File: config.mk
export PLATFORM = sky130hd
export DESIGN_NAME = mueller_muller_timing_error
export DESIGN_NICKNAME = d
export VERILOG_FILES = /design/src/sv/mmte_pkg.sv /design/src/sv/mmte_front.sv /design/src/sv/mmte_back.sv /design/src/sv/mueller_muller_timing_error.sv
export SDC_FILE = /design/constraint.sdc
export NUM_CORES = 2
export LEC_CHECK = 0
export ABC_AREA = 0
export BUFFER_PORTS_ARGS = -buffer_cell sky130_fd_sc_hd__buf_2
export CAP_MARGIN = 10
export CORE_ASPECT_RATIO = 0.5
export CORE_MARGIN = 2
export CORE_UTILIZATION = 30
export DETAILED_ROUTE_END_ITERATION = 7
export PLACE_DENSITY = 0.4
export SETUP_SLACK_MARGIN = 0.4
export SYNTH_ARGS = -nofsm -noshare
export SYNTH_HDL_FRONTEND = slang
export SYNTH_SLANG_ARGS = --single-unit
File: constraint.sdc
create_clock -name clk_i -period 25 [get_ports clk_i]
set_clock_uncertainty 0.15 [all_clocks]
set_input_delay 1.25 -clock clk_i [delete_from_list [all_inputs] [get_ports clk_i]]
set_output_delay 1.25 -clock clk_i [all_outputs]
set_load 0.05 [all_outputs]
File: src/sv/mmte_pkg.sv
// Shared types and constants for the Mueller-Muller timing error detector.
// No dependencies; imported by every module of the block.
package mmte_pkg;

  localparam int PT_W        = 16;  // Q1.14 constellation coordinate
  localparam int ERR_W       = 34;  // Q5.28 timing error
  localparam int ERR_FRAC    = 28;
  localparam int IDX_W       = 2;
  localparam int NUM_CPOINTS = 4;
  localparam int LINE_DEPTH  = 3;
  localparam int CFG_IDX_W   = 3;
  localparam int CFG_DATA_W  = 32;
  localparam int CNT_W       = 3;

  typedef enum logic [1:0] {
    CMD_SAMPLE = 2'd0,
    CMD_REVERT = 2'd1,
    CMD_CLEAR  = 2'd2,
    CMD_SPARE  = 2'd3
  } cmd_e;

  typedef enum logic {
    MODE_PLAIN    = 1'b0,
    MODE_MODIFIED = 1'b1
  } mode_e;

  // configuration register indexes
  localparam logic [CFG_IDX_W-1:0] REG_MODE   = 3'd0;
  localparam logic [CFG_IDX_W-1:0] REG_COUNT  = 3'd1;
  localparam logic [CFG_IDX_W-1:0] REG_POINT0 = 3'd2;
  localparam logic [CFG_IDX_W-1:0] REG_POINT1 = 3'd3;
  localparam logic [CFG_IDX_W-1:0] REG_POINT2 = 3'd4;
  localparam logic [CFG_IDX_W-1:0] REG_POINT3 = 3'd5;

  localparam mode_e                  MODE_RST   = MODE_MODIFIED;
  localparam logic [CNT_W-1:0]       COUNT_RST  = 3'd2;
  localparam logic [CFG_DATA_W-1:0]  POINT0_RST = 32'h4000_0000;
  localparam logic [CFG_DATA_W-1:0]  POINT1_RST = 32'hC000_0000;
  localparam logic [CFG_DATA_W-1:0]  POINT2_RST = 32'h0000_0000;
  localparam logic [CFG_DATA_W-1:0]  POINT3_RST = 32'h0000_0000;

  // classified command handed from front to back
  typedef struct packed {
    cmd_e cmd;
    logic real_only;
  } op_t;

endpackage

File: src/sv/mmte_front.sv
// Front end: two-entry input queue that classifies each command.
// Depends on mmte_pkg.
module mmte_front #(
  parameter int SAMPLE_BITS = 16
) (
  input  logic                          clk_i,
  input  logic                          rst_ni,
  input  logic                          push_i,
  input  logic [1:0]                    cmd_i,
  input  logic signed [SAMPLE_BITS-1:0] sample_re_i,
  input  logic signed [SAMPLE_BITS-1:0] sample_im_i,
  input  logic                          real_only_i,
  output logic                          full_o,
  output logic                          item_valid_o,
  output mmte_pkg::op_t                 item_o,
  output logic signed [SAMPLE_BITS-1:0] re_o,
  output logic signed [SAMPLE_BITS-1:0] im_o,
  input  logic                          take_i
);
  import mmte_pkg::*;

  op_t                          op_q [2];
  logic signed [SAMPLE_BITS-1:0] re_q [2];
  logic signed [SAMPLE_BITS-1:0] im_q [2];
  logic                         wr_q, rd_q;
  logic [1:0]                   cnt_q;
  logic                         wr_en, rd_en;
  op_t                          op_in;

  assign full_o       = (cnt_q == 2'd2);
  assign item_valid_o = (cnt_q != 2'd0);
  assign wr_en        = push_i && !full_o;
  assign rd_en        = take_i && item_valid_o;

  assign op_in.cmd       = cmd_e'(cmd_i);
  assign op_in.real_only = real_only_i;

  assign item_o = op_q[rd_q];
  assign re_o   = re_q[rd_q];
  assign im_o   = im_q[rd_q];

  always_ff @(posedge clk_i or negedge rst_ni) begin
    if (!rst_ni) begin
      wr_q  <= 1'b0;
      rd_q  <= 1'b0;
      cnt_q <= 2'd0;
    end else begin
      if (wr_en) wr_q <= ~wr_q;
      if (rd_en) rd_q <= ~rd_q;
      if (wr_en && !rd_en) cnt_q <= cnt_q + 2'd1;
      else if (rd_en && !wr_en) cnt_q <= cnt_q - 2'd1;
    end
  end

  // real-only items carry a zero imaginary part from here on
  always_ff @(posedge clk_i) begin
    if (wr_en) begin
      op_q[wr_q] <= op_in;
      re_q[wr_q] <= sample_re_i;
      im_q[wr_q] <= real_only_i ? '0 : sample_im_i;
    end
  end

endmodule

File: src/sv/mmte_back.sv
// Back end: iterative slicer, shared multiply-accumulate for the error,
// delay lines and the result register. Depends on mmte_pkg.
module mmte_back #(
  parameter int MAX_POINTS  = 4,
  parameter int SAMPLE_BITS = 16
) (
  input  logic                                                   clk_i,
  input  logic                                                   rst_ni,
  input  mmte_pkg::mode_e                                        mode_i,
  input  logic [mmte_pkg::CNT_W-1:0]                             point_count_i,
  input  logic [mmte_pkg::NUM_CPOINTS-1:0][mmte_pkg::CFG_DATA_W-1:0] points_i,
  input  logic                                                   item_valid_i,
  input  mmte_pkg::op_t                                          item_i,
  input  logic signed [SAMPLE_BITS-1:0]                          re_i,
  input  logic signed [SAMPLE_BITS-1:0]                          im_i,
  output logic                                                   take_o,
  input  logic                                                   pop_i,
  output logic                                                   res_valid_o,
  output logic signed [mmte_pkg::ERR_W-1:0]                      err_o,
  output logic [mmte_pkg::IDX_W-1:0]                             idx_o
);
  import mmte_pkg::*;

  localparam int SB     = SAMPLE_BITS;
  localparam int DW     = ((SB > PT_W) ? SB : PT_W) + 1;
  localparam int SQ_W   = 2 * DW;
  localparam int DIST_W = SQ_W + 1;
  localparam int A_W    = SB + 1;
  localparam int B_W    = PT_W + 1;
  localparam int P_W    = A_W + B_W;
  localparam int ACC_W  = ((SB + 20) > (ERR_W + 1)) ? (SB + 20) : (ERR_W + 1);
  localparam int KW     = $clog2(MAX_POINTS);
  localparam logic [CNT_W-1:0] MAXP = CNT_W'(MAX_POINTS);
  localparam logic signed [ACC_W-1:0] ONE_ACC =
    {{(ACC_W-ERR_FRAC-1){1'b0}}, 1'b1, {ERR_FRAC{1'b0}}};
  localparam logic signed [ACC_W-1:0] NEG_ONE_ACC = -ONE_ACC;

  typedef enum logic [2:0] {
    ST_IDLE, ST_SL_MUL, ST_SL_CMP, ST_MAC, ST_MAC_LAST, ST_FINISH
  } state_e;

  state_e state_q;

  // delay lines, entry 0 newest
  logic signed [SB-1:0]   smp_re_q [LINE_DEPTH];
  logic signed [SB-1:0]   smp_im_q [LINE_DEPTH];
  logic signed [PT_W-1:0] dec_re_q [LINE_DEPTH];
  logic signed [PT_W-1:0] dec_im_q [LINE_DEPTH];
  logic [IDX_W-1:0]       dec_idx_q [LINE_DEPTH];
  logic signed [ERR_W-1:0] err_now_q, err_prev_q;

  // per-item working registers
  op_t                    op_q;
  logic signed [SB-1:0]   x_re_q, x_im_q;
  logic [KW-1:0]          k_q;
  logic [SQ_W-1:0]        sq_re_q, sq_im_q;
  logic [DIST_W-1:0]      best_d_q;
  logic [IDX_W-1:0]       best_idx_q;
  logic signed [PT_W-1:0] best_re_q, best_im_q;
  logic [1:0]             t_q;
  logic signed [P_W-1:0]  prod_q;
  logic                   pneg_q, pen_q, pvld_q;
  logic signed [ACC_W-1:0] acc_q;
  logic                   res_valid_q;
  logic signed [ERR_W-1:0] res_err_q;
  logic [IDX_W-1:0]       res_idx_q;

  logic                   modified;
  logic [CFG_DATA_W-1:0]  pt_sel;
  logic signed [PT_W-1:0] p_re, p_im;
  logic signed [DW-1:0]   dr, di;
  logic signed [SQ_W-1:0] sqr_re, sqr_im;
  logic [DIST_W-1:0]      pt_dist;
  logic [CNT_W-1:0]       n_used, last_k;
  logic                   is_last, better;
  logic signed [SB-1:0]   a_x0, a_x1, a_x2;
  logic signed [PT_W-1:0] b_d0, b_d1, b_d2;
  logic signed [A_W-1:0]  op_a;
  logic signed [B_W-1:0]  op_b;
  logic signed [P_W-1:0]  prod;
  logic signed [ACC_W-1:0] term, acc_d, u_half, u_clip;
  logic signed [ERR_W-1:0] err_d;
  logic                   finish;

  assign modified = (mode_i == MODE_MODIFIED);

  // slicer datapath: each point takes a multiply state and a compare state
  assign pt_sel  = points_i[IDX_W'(k_q)];
  assign p_re    = pt_sel[CFG_DATA_W-1:PT_W];
  assign p_im    = pt_sel[PT_W-1:0];
  assign dr      = DW'(x_re_q) - DW'(p_re);
  assign di      = DW'(x_im_q) - DW'(p_im);
  assign sqr_re  = dr * dr;
  assign sqr_im  = di * di;
  assign pt_dist = DIST_W'(sq_re_q) + DIST_W'(sq_im_q);
  assign better  = (k_q == '0) || (pt_dist < best_d_q);

  assign n_used  = (point_count_i == '0) ? CNT_W'(1) :
                   ((point_count_i > MAXP) ? MAXP : point_count_i);
  assign last_k  = n_used - CNT_W'(1);
  assign is_last = (CNT_W'(k_q) == last_k);

  // error terms: t[1] picks imaginary, t[0] picks the x1-weighted term
  assign a_x0 = t_q[1] ? x_im_q      : x_re_q;
  assign a_x1 = t_q[1] ? smp_im_q[0] : smp_re_q[0];
  assign a_x2 = t_q[1] ? smp_im_q[1] : smp_re_q[1];
  assign b_d0 = t_q[1] ? best_im_q   : best_re_q;
  assign b_d1 = t_q[1] ? dec_im_q[0] : dec_re_q[0];
  assign b_d2 = t_q[1] ? dec_im_q[1] : dec_re_q[1];

  always_comb begin
    if (!t_q[0]) begin
      op_a = modified ? (A_W'(a_x0) - A_W'(a_x2)) : A_W'(a_x0);
      op_b = B_W'(b_d1);
    end else begin
      op_a = A_W'(a_x1);
      op_b = modified ? (B_W'(b_d0) - B_W'(b_d2)) : B_W'(b_d0);
    end
  end

  assign prod = op_a * op_b;

  always_comb begin
    term = '0;
    if (pvld_q && pen_q) begin
      term = pneg_q ? -ACC_W'(prod_q) : ACC_W'(prod_q);
    end
  end
  assign acc_d = acc_q + term;

  // real-only halving rounds toward minus infinity, then clip to +-1.0; both only in modified mode
  assign u_half = (modified && op_q.real_only) ? (acc_q >>> 1) : acc_q;
  always_comb begin
    u_clip = u_half;
    if (modified) begin
      if (u_half > ONE_ACC) u_clip = ONE_ACC;
      else if (u_half < NEG_ONE_ACC) u_clip = NEG_ONE_ACC;
    end
  end
  assign err_d = ERR_W'(u_clip);

  assign take_o      = (state_q == ST_IDLE) && item_valid_i;
  assign finish      = (state_q == ST_FINISH) && (!res_valid_q || pop_i);
  assign res_valid_o = res_valid_q;
  assign err_o       = res_err_q;
  assign idx_o       = res_idx_q;

  always_ff @(posedge clk_i or negedge rst_ni) begin
    if (!rst_ni) begin
      state_q     <= ST_IDLE;
      k_q         <= '0;
      t_q         <= '0;
      pvld_q      <= 1'b0;
      acc_q       <= '0;
      res_valid_q <= 1'b0;
      res_err_q   <= '0;
      res_idx_q   <= '0;
      err_now_q   <= '0;
      err_prev_q  <= '0;
      for (int i = 0; i < LINE_DEPTH; i++) begin
        smp_re_q[i]  <= '0;
        smp_im_q[i]  <= '0;
        dec_re_q[i]  <= POINT0_RST[CFG_DATA_W-1:PT_W];
        dec_im_q[i]  <= POINT0_RST[PT_W-1:0];
        dec_idx_q[i] <= '0;
      end
    end else begin
      if (finish) res_valid_q <= 1'b1;
      else if (pop_i) res_valid_q <= 1'b0;

      case (state_q)
        ST_IDLE: begin
          k_q <= '0;
          if (item_valid_i) begin
            if (item_i.cmd == CMD_SAMPLE || item_i.cmd == CMD_CLEAR) begin
              state_q <= ST_SL_MUL;
            end else begin
              state_q <= ST_FINISH;
            end
          end
        end
        ST_SL_MUL: state_q <= ST_SL_CMP;
        ST_SL_CMP: begin
          if (is_last) begin
            t_q    <= '0;
            pvld_q <= 1'b0;
            acc_q  <= '0;
            state_q <= (op_q.cmd == CMD_CLEAR) ? ST_FINISH : ST_MAC;
          end else begin
            k_q     <= k_q + KW'(1);
            state_q <= ST_SL_MUL;
          end
        end
        ST_MAC: begin
          pvld_q <= 1'b1;
          acc_q  <= acc_d;
          t_q    <= t_q + 2'd1;
          if (t_q == 2'd3) state_q <= ST_MAC_LAST;
        end
        ST_MAC_LAST: begin
          acc_q   <= acc_d;
          pvld_q  <= 1'b0;
          state_q <= ST_FINISH;
        end
        ST_FINISH: begin
          if (finish) begin
            state_q <= ST_IDLE;
            case (op_q.cmd)
              CMD_SAMPLE: begin
                for (int i = LINE_DEPTH - 1; i > 0; i--) begin
                  smp_re_q[i]  <= smp_re_q[i-1];
                  smp_im_q[i]  <= smp_im_q[i-1];
                  dec_re_q[i]  <= dec_re_q[i-1];
                  dec_im_q[i]  <= dec_im_q[i-1];
                  dec_idx_q[i] <= dec_idx_q[i-1];
                end
                smp_re_q[0]  <= x_re_q;
                smp_im_q[0]  <= x_im_q;
                dec_re_q[0]  <= best_re_q;
                dec_im_q[0]  <= best_im_q;
                dec_idx_q[0] <= best_idx_q;
                err_prev_q   <= err_now_q;
                err_now_q    <= err_d;
                res_err_q    <= err_d;
                res_idx_q    <= best_idx_q;
              end
              CMD_REVERT: begin
                // plain mode keeps a two-deep line: older and oldest stay put
                smp_re_q[0]  <= smp_re_q[1];
                smp_im_q[0]  <= smp_im_q[1];
                dec_re_q[0]  <= dec_re_q[1];
                dec_im_q[0]  <= dec_im_q[1];
                dec_idx_q[0] <= dec_idx_q[1];
                if (modified) begin
                  smp_re_q[1]  <= smp_re_q[2];
                  smp_im_q[1]  <= smp_im_q[2];
                  dec_re_q[1]  <= dec_re_q[2];
                  dec_im_q[1]  <= dec_im_q[2];
                  dec_idx_q[1] <= dec_idx_q[2];
                end
                err_now_q <= err_prev_q;
                res_err_q <= err_prev_q;
                res_idx_q <= dec_idx_q[1];
              end
              CMD_CLEAR: begin
                for (int i = 0; i < LINE_DEPTH; i++) begin
                  smp_re_q[i]  <= '0;
                  smp_im_q[i]  <= '0;
                  dec_re_q[i]  <= best_re_q;
                  dec_im_q[i]  <= best_im_q;
                  dec_idx_q[i] <= best_idx_q;
                end
                err_now_q  <= '0;
                err_prev_q <= '0;
                res_err_q  <= '0;
                res_idx_q  <= best_idx_q;
              end
              default: begin
                res_err_q <= err_now_q;
                res_idx_q <= dec_idx_q[0];
              end
            endcase
          end
        end
        default: state_q <= ST_IDLE;
      endcase
    end
  end

  // datapath registers, no reset needed
  always_ff @(posedge clk_i) begin
    if (take_o) begin
      op_q   <= item_i;
      x_re_q <= (item_i.cmd == CMD_CLEAR) ? '0 : re_i;
      x_im_q <= (item_i.cmd == CMD_CLEAR) ? '0 : im_i;
    end
    if (state_q == ST_SL_MUL) begin
      sq_re_q <= sqr_re;
      sq_im_q <= sqr_im;
    end
    if (state_q == ST_SL_CMP && better) begin
      best_d_q   <= pt_dist;
      best_idx_q <= IDX_W'(k_q);
      best_re_q  <= p_re;
      best_im_q  <= p_im;
    end
    if (state_q == ST_MAC) begin
      prod_q <= prod;
      pneg_q <= t_q[0];
      pen_q  <= !(op_q.real_only && t_q[1]);
    end
  end

endmodule

File: src/sv/mueller_muller_timing_error.sv
// Mueller-Muller timing error detector: command queue (input side), one
// sequenced error engine with a result register (output side).
//
// Input channel: push/full queue; cmd 0 takes a sample, 1 reverts the last
// sample, 2 clears the delay lines (decisions load the slice of zero), 3 does
// nothing. Every accepted item gives exactly one result.
// Result channel: empty/pop queue carrying timing_error_o (Q5.28) and
// decision_index_o of the newest stored sample.
// Config channel: cfg_valid_i/cfg_ready_o, always ready; write only when idle.
// For a sample the slicer visits each point in use in a multiply state and a
// compare state, and the error needs four passes through one multiplier.
// The two-entry input queue keeps taking items while a result waits; if pop
// stays low the engine holds its finished item until the result register
// frees. Reset empties both queues, loads the reset registers and leaves the
// decisions at point 0 with zero samples and errors.
module mueller_muller_timing_error #(
  parameter int MAX_POINTS  = 4,
  parameter int SAMPLE_BITS = 16
) (
  input  logic                                 clk_i,
  input  logic                                 rst_ni,
  input  logic                                 push,
  output logic                                 full,
  input  logic [1:0]                           cmd_i,
  input  logic signed [SAMPLE_BITS-1:0]        sample_re_i,
  input  logic signed [SAMPLE_BITS-1:0]        sample_im_i,
  input  logic                                 real_only_i,
  output logic                                 empty,
  input  logic                                 pop,
  output logic signed [mmte_pkg::ERR_W-1:0]    timing_error_o,
  output logic [mmte_pkg::IDX_W-1:0]           decision_index_o,
  input  logic                                 cfg_valid_i,
  output logic                                 cfg_ready_o,
  input  logic [mmte_pkg::CFG_IDX_W-1:0]       cfg_index_i,
  input  logic [mmte_pkg::CFG_DATA_W-1:0]      cfg_data_i
);
  import mmte_pkg::*;

  mode_e                                    mode_q;
  logic [CNT_W-1:0]                         count_q;
  logic [NUM_CPOINTS-1:0][CFG_DATA_W-1:0]   point_q;

  logic                         item_valid, take, res_valid;
  op_t                          item;
  logic signed [SAMPLE_BITS-1:0] item_re, item_im;

  assign cfg_ready_o = 1'b1;

  always_ff @(posedge clk_i or negedge rst_ni) begin
    if (!rst_ni) begin
      mode_q     <= MODE_RST;
      count_q    <= COUNT_RST;
      point_q[0] <= POINT0_RST;
      point_q[1] <= POINT1_RST;
      point_q[2] <= POINT2_RST;
      point_q[3] <= POINT3_RST;
    end else if (cfg_valid_i && cfg_ready_o) begin
      case (cfg_index_i)
        REG_MODE:   mode_q     <= mode_e'(cfg_data_i[0]);
        REG_COUNT:  count_q    <= cfg_data_i[CNT_W-1:0];
        REG_POINT0: point_q[0] <= cfg_data_i;
        REG_POINT1: point_q[1] <= cfg_data_i;
        REG_POINT2: point_q[2] <= cfg_data_i;
        REG_POINT3: point_q[3] <= cfg_data_i;
        default: ;
      endcase
    end
  end

  mmte_front #(
    .SAMPLE_BITS(SAMPLE_BITS)
  ) u_front (
    .clk_i        (clk_i),
    .rst_ni       (rst_ni),
    .push_i       (push),
    .cmd_i        (cmd_i),
    .sample_re_i  (sample_re_i),
    .sample_im_i  (sample_im_i),
    .real_only_i  (real_only_i),
    .full_o       (full),
    .item_valid_o (item_valid),
    .item_o       (item),
    .re_o         (item_re),
    .im_o         (item_im),
    .take_i       (take)
  );

  mmte_back #(
    .MAX_POINTS (MAX_POINTS),
    .SAMPLE_BITS(SAMPLE_BITS)
  ) u_back (
    .clk_i         (clk_i),
    .rst_ni        (rst_ni),
    .mode_i        (mode_q),
    .point_count_i (count_q),
    .points_i      (point_q),
    .item_valid_i  (item_valid),
    .item_i        (item),
    .re_i          (item_re),
    .im_i          (item_im),
    .take_o        (take),
    .pop_i         (pop),
    .res_valid_o   (res_valid),
    .err_o         (timing_error_o),
    .idx_o         (decision_index_o)
  );

  assign empty = !res_valid;

endmodule

**Word level (Yosys, flattened, before mapping)**

Memories as Yosys holds them, arrays and structs flattened. A register that Yosys moved wholly into a read port is not among the register bits.
Index checks and enable logic that the tools add are counted.

- Add/sub/neg operators: 12
- Eq/ne operators: 22
- Multiplexer cells: 60
- Magnitude comparators: 5
- Bitwise logic cells: 2
- Multiply operators: 3
- Reduce and logical (&&, ||, !) cells: 50

Operator list:

| operator | number |
|---|---|
| case mux 32 bit (3 select lines) | 4 |
| two-way mux 16 bit | 11 |
| case mux 16 bit (2 select lines) | 4 |
| two-way mux 36 bit | 3 |
| multiplier 17 x 17 -> 34 bit | 3 |
| two-way mux 34 bit | 3 |
| case mux 34 bit (3 select lines) | 1 |
| case mux 36 bit (2 select lines) | 1 |
| two-way mux 17 bit | 4 |
| case mux 34 bit (2 select lines) | 1 |
| subtractor 16 x 16 -> 17 bit | 4 |
| binary-select mux 32 bit (select 2 bit) | 1 |
| adder 36 bit | 1 |
| > comparator 36 x 30 -> 1 bit (second input constant) | 1 |
| less-than comparator 36 x 29 -> 1 bit (second input constant) | 1 |
| negation 34 -> 36 bit | 1 |
| adder 34 x 34 -> 35 bit | 1 |
| less-than comparator 35 bit | 1 |
| two-way mux 35 bit | 1 |
| two-way mux 32 bit | 1 |
| two-way mux 3 bit | 8 |
| AND reduction 2 bit | 11 |
| case mux 3 bit (6 select lines) | 1 |
| case mux 2 bit (2 select lines) | 4 |
| 28 further kinds | 82 |

- Output and inout port bits: 39
- RAM bits: 70
- Logic and storage cells: 201
- Memories: 3
- Bits in registers: 625
- Input port bits: 75

Memory list:

| name | words | bits a word | rd ports | clocked after Yosys merged registers in | wr ports | line | text |
|---|---|---|---|---|---|---|---|
| u_front.im_q | 2 | 16 | 1 | 1 | 1 | mmte_front.sv:24 | `logic signed [SAMPLE_BITS-1:0] im_q [2];` |
| u_front.re_q | 2 | 16 | 1 | 1 | 1 | mmte_front.sv:23 | `logic signed [SAMPLE_BITS-1:0] re_q [2];` |
| u_front.op_q | 2 | 3 | 1 | 0 | 1 | mmte_front.sv:22 | `op_t op_q [2];` |

**Longest topological paths before layout**

- Depth after elaboration: 7
- Gate-level depth with buffers: 41
- Gate-level depth less buffers: 38

**Hierarchy**

From an unflattened synthesis, not the netlist that was laid out.

- Cell total of the unflattened synthesis: 6795
- Area total of the unflattened synthesis: 68474.4 um^2

Modules (own cells, without submodules):

| module | seq. area each (um^2) | area an instance (um^2) | cells each | times used |
|---|---|---|---|---|
| mmte_back | 14022.2 | 60476.8 | 6363 | 1 |
| mueller_muller_timing_error | 3309.4 | 5004.8 | 287 | 1 |
| mmte_front | 2202.1 | 2992.9 | 145 | 1 |

**Worst setup path after synthesis**

OpenSTA, ideal clock, no wires.

- Path type: register to register
- Start: register u_back.t_q[1]
- End: register u_back.prod_q[33], data pin
- Setup slack: 14.791 ns
- Arrival time: 9.800 ns
- Clock period less this slack: 10.209 ns
- Stages on the path, launching flop included: 39
- Path buffers: 6
- Path through: dfrtp_1 clkbuf_1 clkbuf_1 buf_2 buf_2 buf_1 mux2i_1 ha_1 nor2b_1 o21ai_0 a21boi_1 o21ai_0 a21boi_1 or2_2 a211oi_1 xnor2_1 o221a_2 clkbuf_1 [3 not listed] fa_1 fa_1 fa_1 inv_1 fa_1 inv_1 fa_1 ha_1 and3_1 a221oi_1 o2111ai_1 o22ai_1 o2111ai_1 a31oi_1 o21ai_0 a21oi_1 a21oi_1 xnor2_1

- Longest elaborated chain between the ends: 5
- Elaborated cells between the ends (all ways): 13

Ends and longest elaborated chain:

| item | line | text |
|---|---|---|
| start: declaration | mmte_back.sv:60 | `logic [1:0] t_q;` |
| start signal: assignment | mmte_back.sv:197 | `t_q <= t_q + 2'd1;` |
| two-way mux 16 bit, on equally long branches | -- |  |
| subtractor 16 x 16 -> 17 bit, on equally long branches | mmte_back.sv:113, mmte_back.sv:117 |  |
| two-way mux 17 bit, on equally long branches | mmte_back.sv:113, mmte_back.sv:117 |  |
| two-way mux 17 bit | mmte_back.sv:112 | `if (!t_q[0]) begin` |
| multiplier 17 x 17 -> 34 bit (*) | mmte_back.sv:121 | `assign prod = op_a * op_b;` |
| via u_back.prod[33] | mmte_back.sv:80 | `logic signed [P_W-1:0] prod;` |
| end signal: assignment | mmte_back.sv:288 | `prod_q <= prod;` |
| end: declaration | mmte_back.sv:61 | `logic signed [P_W-1:0] prod_q;` |

Mark *: on every way through the listed nets, which the timed path passes. The rest lies on a longest branch.
A chain may end at the register's enable or synchronous reset.

**Worst setup path in the final report**

Same ends and word-level chain as after synthesis.

==> results.tsv <==
metric	value	unit
synthesis.area	0.0684	mm2
largest_fanout_of_any_net_on_the_critical_path	44	
htree_num_levels	3	
mostFrequentLayoutCell	sky130_fd_sc_hd__inv_1	
layout_worst_path_cycle_share	46.6	%
critical-path-slowest-cell	sky130_fd_sc_hd__buf_4	
synth_enable_flop_cells	276	
timing_hold_violations_final	0	
post-route-drc-count	0	
fp.coreArea	0.226	mm2
finalWirelength	204000	um
rsz0062_at_grt	false	
mappedNetlistNets	8264	
timing_worst_slew_pin_value	1.06	ns
hold_path_class	register to register	
cts_tree	yes	
report.final.slew_viol_count	0	
placed_cell_area	0.0726	mm2
avgRoutedWirePerCell	20.4	um
first_global_vias	50300	
clk-insertion-delay-late	0.69	ns
path_buf_inv	6	
number_of_i_o_pins	114	
synth_compound_area_share	10.3	%
asyncSetResetFlopFracSynth	61.9	%
via_count_of_the_routed_design	47600	
mostFrequentLayoutCells	sky130_fd_sc_hd__inv_1 (1,105), sky130_fd_sc_hd__fa_1 (844), sky130_fd_sc_hd__nand2_1 (743)	
register_area	0.0195	mm2
finalNetCount	8287	
ys_seq_elements	725	
ys_warn_count	0	
outcome	completed	
worst_ep_arrival_time	11.93	ns
post_synth.cell_area_avg	9.88	um2
finalSetupTns	0	ns
drive_above_1_share	8.79	%
max_clock_freq	85.8	MHz
timing.slew.headroom	29.1	%
seq_area_frac_synth	28.6	%
die-area	0.232	mm2
critical_path.startpoint_type	register	
grt-ovfl-total	0	
clkTransAtPathRegs	0.06	ns
peak_per_stage_delay_on_the_critical_path	0.69	ns
post-cts-setup-buffers	0	
die_w	679	um
postSynth.topFlopCell	sky130_fd_sc_hd__dfrtp_1	
drt_iter0_drc	2600	
cp-end-kind	register	
hold_buffers	0	
yosys.area_share.simple	12.1	%
cts-buffers-inserted	81	
antenna_left	0	
setup_viol_count_final	0	
fill_cells	23400	
multi_input_combinational_cell_area	0.0438	mm2
floorplan.initialDensity	30.3	%
setup_slack	13.35	ns
place.port_buffers	112	
post_synth_num_cell_types	95	
antenna_found_initial	25	
critical_path_class	register to register	
grt_pass1_wl	318000	um
post_cts_resize_count	0	
ctsLongestPathBuffers	3	
number_of_search_and_repair_iterations_in_the_first_detailed_routing_pass	5	
cts-root-buf	sky130_fd_sc_hd__clkbuf_16	
worst_ep_required_time	25.28	ns
cts_num_sinks	725	
placement.setup.worst_slack	13.38	ns
cp_top_family	compound AO/OA/AOI/OAI gates	
synth.mux.area_fraction	5.69	%
gpl.final_weighted_congestion	0.799	
whs_path_depth	2	
p_r_area_growth_vs_syn	10.1	%
dp_hpwl	154000	um
period_needed	11.65	ns
grtUsageTotal	17.9	%
grt_max_degree	184	
via_per_inst	4.76	
placementRows	123	
adder_cell_share_of_the_synthesized_area	32.5	%
worst_reg_to_reg_cells	35	
final_cell_area	0.0752	mm2
hold_ws	0.316	ns
crit_top_cell	sky130_fd_sc_hd__fa_1	
combinational_family_with_the_most_area_after_synthesis	adder cells	
syn-instance-count	6919	
yosys.area_share.xor_xnor	3.21	%
path_depth	35	
fp.dieH	342	um
max_cap_violations	0	
[worst register-to-register path: cells and delay by family (launching register included)]
kind	cells	cell delay [ns]
AO/OA/AOI/OAI	14	3.97
flip-flops	1	0.65
AND/OR/NAND/NOR	3	0.48
multiplexers	2	0.76
adder cells (fa/ha/maj)	8	3.52
buffers and inverters	6	1.57
XOR/XNOR	2	0.30
[cell families after synthesis]
family / Yosys count
mux: 328
xor+xnor: 248
other cells: 1
flops: 725
simple gates: 1835
fa+ha+maj: 1270
buf+inv: 1388
compound gates: 1124
[state kept, by name (all words and copies together), names as in the netlist, 6 cells and up]
register           cells
point_q              128
u_back.acc_q          36
u_back.best_d_q       35
u_back.best_im_q      16
u_back.best_re_q      16
u_back.dec_idx_q       6
u_back.dec_im_q       48
u_back.dec_re_q       48
u_back.err_now_q      34
u_back.err_prev_q     34
u_back.prod_q         34
u_back.smp_im_q       48
u_back.smp_re_q       48
u_back.sq_im_q        33
u_back.sq_re_q        33
u_back.x_im_q         16
u_back.x_re_q         16
u_front.im_q          32
u_front.op_q           6
u_front.re_q          32
[metrics by stage]
step	utilization [%]	instances
after global routing	33.4	10000
final	33.4	10000
after detailed placement	32.2	9859
after CTS	33.4	10000
after floorplan	-	6919
after global placement	32.2	9859
[synthesized netlist by cell type, types with 35 or more instances]
| cell | number | area, um2 |
|---|---|---|
| sky130_fd_sc_hd__a21oi_1 | 388 | 1940 |
| sky130_fd_sc_hd__fa_1 | 844 | 16900 |
| sky130_fd_sc_hd__edfxtp_1 | 276 | 8290 |
| sky130_fd_sc_hd__dfrtp_1 | 441 | 11000 |
| sky130_fd_sc_hd__xnor2_1 | 157 | 1380 |
| sky130_fd_sc_hd__nor3_1 | 52 | 260 |
| sky130_fd_sc_hd__a211oi_1 | 35 | 263 |
| sky130_fd_sc_hd__o21ai_0 | 259 | 1300 |
| sky130_fd_sc_hd__ha_1 | 426 | 5330 |
| sky130_fd_sc_hd__a21o_1 | 88 | 661 |
| sky130_fd_sc_hd__mux2_2 | 164 | 1850 |
| sky130_fd_sc_hd__nand2_1 | 743 | 2790 |
| sky130_fd_sc_hd__o21a_1 | 36 | 270 |
| sky130_fd_sc_hd__clkbuf_1 | 235 | 882 |
| sky130_fd_sc_hd__xor2_1 | 88 | 771 |
| sky130_fd_sc_hd__nor2_1 | 553 | 2080 |
| sky130_fd_sc_hd__nand2b_1 | 46 | 288 |
| sky130_fd_sc_hd__inv_1 | 1105 | 4150 |
| sky130_fd_sc_hd__and2_1 | 56 | 350 |
| sky130_fd_sc_hd__a22oi_1 | 75 | 563 |
| sky130_fd_sc_hd__nor2b_1 | 143 | 895 |
| sky130_fd_sc_hd__nand3_1 | 55 | 275 |
| sky130_fd_sc_hd__mux2i_1 | 132 | 1320 |
| sky130_fd_sc_hd__nand3b_1 | 72 | 541 |
[path summary, 6_finish.rpt]
kind / startpoint / to / slack (ns)
max: u_back.t_q[1] / u_back.prod_q[33] / 13.35
min: u_back.err_prev_q[3] / u_back.err_prev_q[3] / 0.32
max reg2reg: u_back.t_q[1] / u_back.prod_q[33] / 13.35
min reg2reg: u_back.err_prev_q[3] / u_back.err_prev_q[3] / 0.32
max in group asynchronous: rst_ni / u_back.dec_im_q[2] / 21.29
min in group asynchronous: rst_ni / point_q[110] / 0.43
[metal layers]
metal / share of wire, % / global-route usage, %
met5: 0 / 0
met4: 1.3 / 2.45
met3: 2.9 / 1.67
met2: 48 / 30.1
met1: 48 / 25.5
[final cells by class]
class	count	area share, %
inverter	1115	5.56
antenna	1	0.00333
timing repair buffer	213	1.80
clock buffer	110	2.98
sequential	725	26.0
clock inverter	40	0.540
tap	3000	4.99
multi-input combinational	4806	58.2
Power is left out: the tool's default activity adds up to more than one toggle a clock period on the data nets, which glitch-free logic cannot reach.
